**config.mk**
```make
export PLATFORM = sky130hd
export DESIGN_NAME = bsm_divider
export DESIGN_NICKNAME = d
export VERILOG_FILES = /design/src/hw/rtl/bytecode_stack_machine_unit_assert.svh /design/src/hw/rtl/bsm_pkg.sv /design/src/hw/rtl/bsm_divider.sv
export SDC_FILE = /design/constraint.sdc
export NUM_CORES = 1
export LEC_CHECK = 0
export BUFFER_PORTS_ARGS = -buffer_cell sky130_fd_sc_hd__buf_2
export CORE_MARGIN = 1.5
export CORE_UTILIZATION = 55
export DETAILED_ROUTE_END_ITERATION = 8
export PLACE_DENSITY_LB_ADDON = 0.15
export SETUP_SLACK_MARGIN = 0.15
export SYNTH_ARGS = -nofsm -noshare
export SYNTH_HDL_FRONTEND = slang
export SYNTH_SLANG_ARGS = --single-unit
```
**constraint.sdc**
```tcl
create_clock -name clk -period 10.2 [get_ports clk]
set_clock_uncertainty 0.2 [all_clocks]
set_input_delay 0 -clock clk [delete_from_list [all_inputs] [get_ports clk]]
set_output_delay 0 -clock clk [all_outputs]
set_load 0.1 [all_outputs]
```
**src/hw/rtl/bytecode_stack_machine_unit_assert.svh**
```systemverilog
// Assertion macros for the stack machine
`ifndef BYTECODE_STACK_MACHINE_UNIT_ASSERT_SVH
`define BYTECODE_STACK_MACHINE_UNIT_ASSERT_SVH

// Check that a condition implies a consequence on the same edge
`define BSM_ASSERT_IMPL(label, clk, rst, ante, cons) \
  label: assert property (@(posedge clk) disable iff (rst) (ante) |-> (cons)) \
    else $error("assertion failed");

// Check that a condition implies a consequence on the next edge
`define BSM_ASSERT_NEXT(label, clk, rst, ante, cons) \
  label: assert property (@(posedge clk) disable iff (rst) (ante) |=> (cons)) \
    else $error("assertion failed");

`endif

```
**src/hw/rtl/bsm_pkg.sv**
```systemverilog
package bsm_pkg;

  localparam int StackDepth = 32;
  localparam int SymbolEntries = 16;
  localparam int NameBits = 16;
  localparam int SpW = $clog2(StackDepth + 1);
  localparam int SaW = $clog2(StackDepth);
  localparam int ScW = $clog2(SymbolEntries + 1);
  localparam int SiW = (SymbolEntries > 1) ? $clog2(SymbolEntries) : 1;

  localparam logic [3:0] CMD_PUSH  = 4'd0;
  localparam logic [3:0] CMD_POP   = 4'd1;
  localparam logic [3:0] CMD_STORE = 4'd2;
  localparam logic [3:0] CMD_LOAD  = 4'd3;
  localparam logic [3:0] CMD_ADD   = 4'd4;
  localparam logic [3:0] CMD_SUB   = 4'd5;
  localparam logic [3:0] CMD_MUL   = 4'd6;
  localparam logic [3:0] CMD_DIV   = 4'd7;

  localparam logic [2:0] ST_OK      = 3'd0;
  localparam logic [2:0] ST_UNDER   = 3'd1;
  localparam logic [2:0] ST_OVER    = 3'd2;
  localparam logic [2:0] ST_FULL    = 3'd3;
  localparam logic [2:0] ST_MISSING = 3'd4;
  localparam logic [2:0] ST_DIVZERO = 3'd5;

  typedef struct packed {
    logic        start;
    logic [31:0] num;
    logic [31:0] den;
  } div_req_t;

  typedef struct packed {
    logic        done;
    logic [31:0] quot;
  } div_rsp_t;

endpackage

```
**src/hw/rtl/bsm_divider.sv**
```systemverilog
module bsm_divider import bsm_pkg::*; (
  input  logic     clk,
  input  logic     rst,
  input  div_req_t req,
  output div_rsp_t rsp
);

  // Restoring divide of |num|<<16 by |den|, one quotient bit per cycle
  logic [47:0] dividend;
  logic [32:0] rem;
  logic [31:0] dvs;
  logic        neg;
  logic [5:0]  cnt;
  logic        busy;
  logic        done;
  logic [31:0] quot;
  logic [32:0] rem_shift;
  logic [33:0] diff;
  logic [48:0] mag;

  assign rem_shift = {rem[31:0], dividend[47]};
  assign diff = {1'b0, rem_shift} - {2'b0, dvs};
  assign rsp = '{done: done, quot: quot};

  always_ff @(posedge clk) begin
    if (rst) begin
      busy <= 1'b0;
      cnt <= '0;
      done <= 1'b0;
    end else begin
      done <= 1'b0;
      if (req.start) begin
        busy <= 1'b1;
        cnt <= 6'd48;
      end else if (busy) begin
        cnt <= cnt - 6'd1;
        if (cnt == 6'd1) begin
          busy <= 1'b0;
          done <= 1'b1;
        end
      end
    end
  end

  always_ff @(posedge clk) begin
    if (req.start) begin
      dividend <= {(req.num[31] ? 32'd0 - req.num : req.num), 16'd0};
      dvs <= req.den[31] ? 32'd0 - req.den : req.den;
      neg <= req.num[31] ^ req.den[31];
      rem <= '0;
    end else if (busy) begin
      if (!diff[33]) begin
        rem <= diff[32:0];
        dividend <= {dividend[46:0], 1'b1};
      end else begin
        rem <= rem_shift;
        dividend <= {dividend[46:0], 1'b0};
      end
    end
  end

  // Apply sign and saturate
  always_comb begin
    mag = neg ? 49'd0 - {1'b0, dividend} : {1'b0, dividend};
    if (!mag[48] && mag[47:31] != 17'd0) quot = 32'h7fffffff;
    else if (mag[48] && mag[47:31] != 17'h1ffff) quot = 32'h80000000;
    else quot = mag[31:0];
  end

endmodule

```
==> results.md, run 1 <==
- Buffers on Ports: 99
- Detail Route Antenna Nets: 0
- Largest net degree at the start of global routing: just over 90
- Die area: around 17,000 µm²
- Reg2Reg Setup Slack: around 6 ns
- Synth top cells by count: nand2_1 (93), xnor2_1 (81), nor2_1 (80), o21ai_0 (80), edfxtp_1 (65)
- Mean routed wirelength per cell: 16.0 µm
- Internal Power: 1140 µW
- Critical path arrival: 4.75 ns
- Yosys warnings: 0
- Clock insertion delay at the later pin of the skew report: between 0.4 and 0.5 ns
- Crit path time final: between 4 and 5 ns
- Setup total negative slack: 0 ns
- Critical Path, Cell by Cell: or4_1 > nor4_2 > nand3_1 > o41ai_1 > xor2_1 > nand3_1 > nor4_1 > a41o_1 > o21ai_0 > buf_2
- CP dominant cell by count: nand3_1
- EDFF count, synth: 65
- Final Max Tran Viols: 0
- Clk pwr share: around 32%
- Final Setup Violations: 0
- Synth top area share: 21.6%
- Mapped Cells: 1,038
- Psw: 671 µW
- GRT overflow: 0
- Max frequency: between 200 and 250 MHz
- Worst rel slew slack: 30.1%
- Synth Register Bits: between 100 and 150
- Hpwl dp: between 15 and 20 mm
- CTS tree: done
- Max_cap viols: 0
- CP required: approximately 10 ns
- # Post-CTS Setup Buffers: 0
- Mapped Nets: between 1,000 and 1,500
- Critical-path top delay cell: a41o_1
- DP Cell Count: approximately 1,300
- Num CTS Buffers: 17
- Layout cells sized above 1: between 10% and 20%
- Layout fillers: around 1,200
- Clock buffer depth: 2
- Sequential share of power: around 34%
- Final WL: 22.9 mm
- Initial core utilization: 56.7%
- Status: completed
- Chip height: roughly 130 µm
- Row cnt: 46
- Via count: 8,519
- Initial DRT Pass Iterations: 6
- Sw Ratio: roughly 37%
- Synthesized cell area: between 9000 and 10,000 µm²
- RSZ-0062 raised after global routing: false
- Clk root buf: clkbuf_16
- Comb pwr share: 34.3%
- Worst path max stage delay: a little under 0.8 ns
- CP Launch Type: register
- I/O pins: 100
- Period utilization: between 40% and 50%
- CTS sink count: ~120
- P&R area growth vs syn: 24.3%
- ANT cells: 0
- Unique masters post-synth: 69
- CP Capture Type: primary output
- Final GP Congestion: around 0.91
- CP max FO: 31
- Final nets: 1,311
- Via density: slightly below 6
- Core area: ~16,000 µm²
- Top FF cell, synth: edfxtp_1
- Leakage Power: ~0.0045 µW
- Measured slew at the worst slew-check pin: ~1.0 ns
- Ranking of synthesized cells by area: edfxtp_1 (22%), dfxtp_1 (12%), xnor2_1 (7.9%), ha_1 (5.1%), xor2_1 (4.8%)
- PD cells: ~160 nW/µm²
- Htree depth: 4
- Sequential element share of the synthesized area: between 30% and 40%
- Area leader, netlist: edfxtp_1
- Layout Cells excl Fill: ~1,400
- 1st-iter DRT viols: 709
- GRT Total Usage: 26.6%
- Vias in the first global route: approximately 7,600
- Crit Path Class: register to primary output
- First-pass GRT wire length: between 30 and 40 mm
- Initial antenna violation count: 0
- Die Width: between 100 and 150 µm
- Top-count cell post-synth: nand2_1
- Maximum vdd ir drop: around 0.12 mV
- Final hold vios: 0
- Avg Inst Size Synth: between 8 and 9 µm²
- CTS clk-pin slew, worst paths: around 0.06 ns
- DRC: 0
- Ys async rst share: 0%
- HP Class: input pin to register
layout make-up:
type	count	area (µm²)	share of cell area, %
inverter	50	188	1.67
timing repair buffer	207	1560	13.9
clock buffer	20	467	4.16
multi-input combinational	809	5550	49.4
sequential	121	3080	27.4
tap	216	270	2.41
clock inverter	12	118	1.05
power groups by stage:
stage | Combinational [µW] | Clock [µW] | Sequential (µW)
5_1_grt | 675 | 614 | 613
3_3_place_gp | 569 | 0 | 615
4_1_cts | 614 | 593 | 606
6_report | 623 | 584 | 608
3_5_place_dp | 572 | 0 | 615
2_1_floorplan | 465 | 0 | 599
registers in the layout, summed over array words and instances (netlist names):
signal / count
busy: 1
done: 1
rem: 32
dividend: 48
cnt: 6
neg: 1
dvs: 32
what timing repair did:
item | 4_1_cts | 5_1_grt
hold buffers | 102 | 0
endpoints found under the hold margin | 79 | 0
gates resized for setup | 0 | 0
worst max-delay path: cells and delay by family (launching register included):
kind            cells  cell delay (ns)
compound gates      3             1.38
xor+xnor            1             0.29
buf+inv             1             0.36
flops               1             0.46
simple gates        5             1.82
metal layers:
| metal | GRT usage [%] | wire, µm | vias up |
|---|---|---|---|
| met3 | 4.67 | 1390 | 37 |
| li1 | - | - | 4181 |
| met1 | 38.8 | 11200 | 3996 |
| met2 | 39.7 | 9980 | 305 |
| met5 | 0 | 0 | - |
| met4 | 8.68 | 405 | 0 |
kinds of logic after synthesis:
family	synth area share, %
xor gates and xnor gates	12.6
muxes	2.44
and+or+nand+nor	18.9
adders and majority gates	5.35
buffers and inverters	4.67
AOI/OAI and AO/OA	22.0
DFF	34.0
cell usage in the layout (no fill, tap or decap), types with 7 or more instances in the layout:
master and instances:
a211oi_1 10, a21o_1 17, a21oi_1 31, a22o_1 30, a311oi_1 21, a31oi_1 9
buf_2 98, buf_4 7, clkbuf_16 17, dfxtp_1 55, dlygate4sd3_1 102, edfxtp_1 65
ha_1 37, inv_1 50, mux2i_1 22, nand2_1 93, nand2b_1 9, nand3_1 20
nand4_1 11, nor2_1 80, nor3_1 18, nor4_1 7, o21a_1 11, o21ai_0 80
o31ai_1 31, o41ai_1 13, or3_1 22, or4_1 18, xnor2_1 81, xor2_1 49
path summary, 6_finish.rpt:
| kind | start | to | cells after the start |
|---|---|---|---|
| worst max-delay path | dividend[28]$_DFFE_PP_ | rsp[30] | 10 |
| worst min-delay path | req[0] | dvs[0]$_DFFE_PP_ | 2 |
| worst max register to register | dvs[1]$_DFFE_PP_ | rem[10]$_SDFFE_PP0P_ | 12 |
| worst min register to register | rem[31]$_SDFFE_PP0P_ | rem[31]$_SDFFE_PP0P_ | 2 |
metrics by stage:
step	hold WS, ns	instance area [µm²]	util, %	setup WS [ns]	power (µW)
finish	0.146	11200	70.4	5.25	1810
global route	0.158	11200	70.4	4.92	1900
CTS	0.115	11200	70.4	5.33	1810
detailed placement	0.0215	9630	60.4	5.83	1190
global placement	0.0166	9630	60.4	5.82	1180
floorplan	-0.101	9030	-	4.92	1060
Power figures use the tool's default switching activity.
==> inputs of run 2 (changes only) <==
- CORE_UTILIZATION: 55 -> 54
- clock period: 10.2 -> 4 ns (I/O delays scaled with it)
==> results.md, run 2 (synthesis results as in run 1) <==
- Final hold vios: 0 (unchanged)
- CP max FO: 7 (-77%)
- Commonest non-fill, non-tap cell in the layout: dlygate4sd3_1
- Initial antenna violation count: 0 (unchanged)
- Critical-path top delay cell: or4_4
- CP Launch Type: register
- FF/Latch Area: 3090 µm² (+0.33%)
- Row cnt: 47 (+2.2%)
- Clk root buf: clkbuf_16
- Largest delay share family, worst path: simple AND/OR/NAND/NOR gates
- Initial DRT Pass Iterations: 6 (unchanged)
- Measured slew at the worst slew-check pin: 0.937 ns (-0.112 ns)
- I/O pins: 100 (unchanged)
- Final Max Tran Viols: 0 (unchanged)
- ANT cells: 0 (unchanged)
- Multi-input logic area: 6070 µm² (+9.5%)
- Detail Route Antenna Nets: 0 (unchanged)
- Final nets: 1,368 (+4.3%)
- Max_cap viols: 0 (unchanged)
- Crit path time final: roughly 4.1 ns
- Mean routed wirelength per cell: 18.0 µm (+13%)
- Commonest cells after routing, fill and taps aside: dlygate4sd3_1 (98), nand2_1 (93), xnor2_1 (81)
- Clock buffer depth: 2 (unchanged)
- Num CTS Buffers: 17 (unchanged)
- Hpwl dp: 15.7 mm (+4.4%)
- PD cells: 392 nW/µm² (+140%)
- Via density: 6.04 (+1.7%)
- CP Capture Type: primary output
- Layout Cells excl Fill: 1,496 (+4.3%)
- Final WL: 27.0 mm (+18%)
- CTS tree: done
- Worst rel slew slack: 37.6% (+7.5 points)
- Hold_ws: 0.142 ns (-0.00390 ns)
- First-pass GRT wire length: 42.1 mm (+11%)
- Die Width: 132 µm (+0.90%)
- Status: complete, but fails checks
- Die area: 17,500 µm² (+1.8%)
- Largest register FFs: 48 (unchanged)
- Clock insertion delay at the later pin of the skew report: 0.42 ns (about the same)
- CP required: 3.80 ns (-6.20 ns)
- CTS sink count: 121 (unchanged)
- Buf/Inv on CP: 5 (+4)
- Largest net degree at the start of global routing: 83 (-9.8%)
- HP Class: input pin to register
- Layout cells sized above 1: 22.7% (+9.5 points)
- Worst path max stage delay: 0.57 ns (-0.20 ns)
- P&R area growth vs syn: 41.7%
- Failing checks: negative setup slack
- Buffers on Ports: 99 (unchanged)
- DRC: 0 (unchanged)
- GRT overflow: 0 (unchanged)
- DP Cell Count: 1,326 (+1.9%)
- Core area: 16,500 µm² (+3.3%)
- Crit Path Class: register to primary output
- Max frequency: 245 MHz
- 1st-iter DRT viols: 743 (+4.8%)
- Period utilization: 102%
- Via count: 9,030 (+6.0%)
- RSZ-0062 raised after global routing: true
- CP dominant cell by count: buf_4
- Layout fillers: 1,032 (-15%)
- Critical path arrival: 3.88 ns (-0.87 ns)
- Critical Path, Cell by Cell: or4_4 > nor4_4 > buf_4 > buf_4 > nand3_1 > o31ai_2 > xor2_1 > buf_4 > a2111oi_4 > nand4_1 > and2_4 > clkbuf_16 > o21ai_2 > buf_12
- Total Power: 5020 µW (+180%)
- GRT Total Usage: 29.3% (+2.8 points)
- Vias in the first global route: 8,606 (+13%)
- Final Setup Violations: 31 (+31)
- CTS clk-pin slew, worst paths: 0.06 ns (about the same)
- Leakage Power: 0.00516 µW (+15%)
- Final GP Congestion: 0.947 (+4.6%)
- Chip height: 132 µm (+0.90%)
- Biggest register: dividend
- Largest regs: dividend (48), dvs (32), rem (32)
- Setup slack after layout: -0.0762 ns (-5.33 ns)
- Initial core utilization: 54.9% (-1.8 points)
- Htree depth: 4 (unchanged)
- Maximum vdd ir drop: 0.328 mV (+160%)
run 2: cell count changes in the layout (fill, tap and decap cells not counted), moves of 5 or more:
cell / delta
o21ai_1: -5
buf_12: +35
o21ai_2: +10
or4_4: +7
buf_2: -31
buf_4: +48
or4_1: -7
o21ai_0: -26
o21ai_4: +21
run 2: repair_timing:
action,4_1_cts,5_1_grt
hold endpoints to repair,79,0
setup endpoints to repair,31,38
pin swaps,9,19
cloned,3,3
buffers inserted,28,6
hold buffers,99,0
resized for setup,45,30
run 2: power breakdown:
part,total [µW],internal (µW),leakage (µW),switching [µW]
combinational,2050,869,0.00376,1180
clock,1410,843,0.000277,571
sequential,1560,1440,0.00112,116
run 2: cell type report:
| class | instances | share of cell area (%) |
|---|---|---|
| well taps | 220 | 2.15 |
| clock buffers | 21 | 3.70 |
| clock inverters | 11 | 0.537 |
| flip-flops and latches | 121 | 24.1 |
| inverters | 50 | 1.47 |
| multi-input cells | 809 | 47.4 |
| repair buffers | 264 | 20.6 |
run 2: final timing paths:
path                                to  cells past startpoint  slack [ns]                    from
setup / recovery                rsp[4]                     14       -0.08  dividend[20]$_DFFE_PP_
hold / removal        dvs[0]$_DFFE_PP_                      2        0.14                  req[0]
setup reg to reg  rem[28]$_SDFFE_PP0P_                     13        0.40        dvs[4]$_DFFE_PP_
hold reg to reg   rem[31]$_SDFFE_PP0P_                      2        0.28    rem[31]$_SDFFE_PP0P_
run 2: metal layers:
| layer | routed length [µm] | track usage, % | vias to the layer above |
|---|---|---|---|
| met5 | 0 | 0 | - |
| met4 | 837 | 10.9 | 0 |
| met3 | 1490 | 4.92 | 82 |
| met2 | 13200 | 50.1 | 381 |
| met1 | 11400 | 37.4 | 4285 |
| li1 | - | - | 4282 |
run 2: stage by stage:
stage	area (µm²)	utilization (%)	setup TNS, ns	worst slack, ns
final	12800	77.8	-1.35	-0.0762
after global routing	12800	77.8	-5.40	-0.220
after CTS	12500	76.1	0	0.0534
after detailed placement	10500	63.5	0	0.140
after global placement	10500	63.5	0	0.245
after floorplan	9200	-	0	0.00610
run 2: worst reg2reg max path, delay by kind of cell, from the launching register on:
| kind | cells | cell delay (ns) |
|---|---|---|
| AO/OA/AOI/OAI | 7 | 1.97 |
| XOR/XNOR | 1 | 0.16 |
| adder cells (fa/ha/maj) | 1 | 0.29 |
| buffers and inverters | 3 | 0.44 |
| flip-flops | 1 | 0.39 |
| AND/OR/NAND/NOR | 1 | 0.06 |
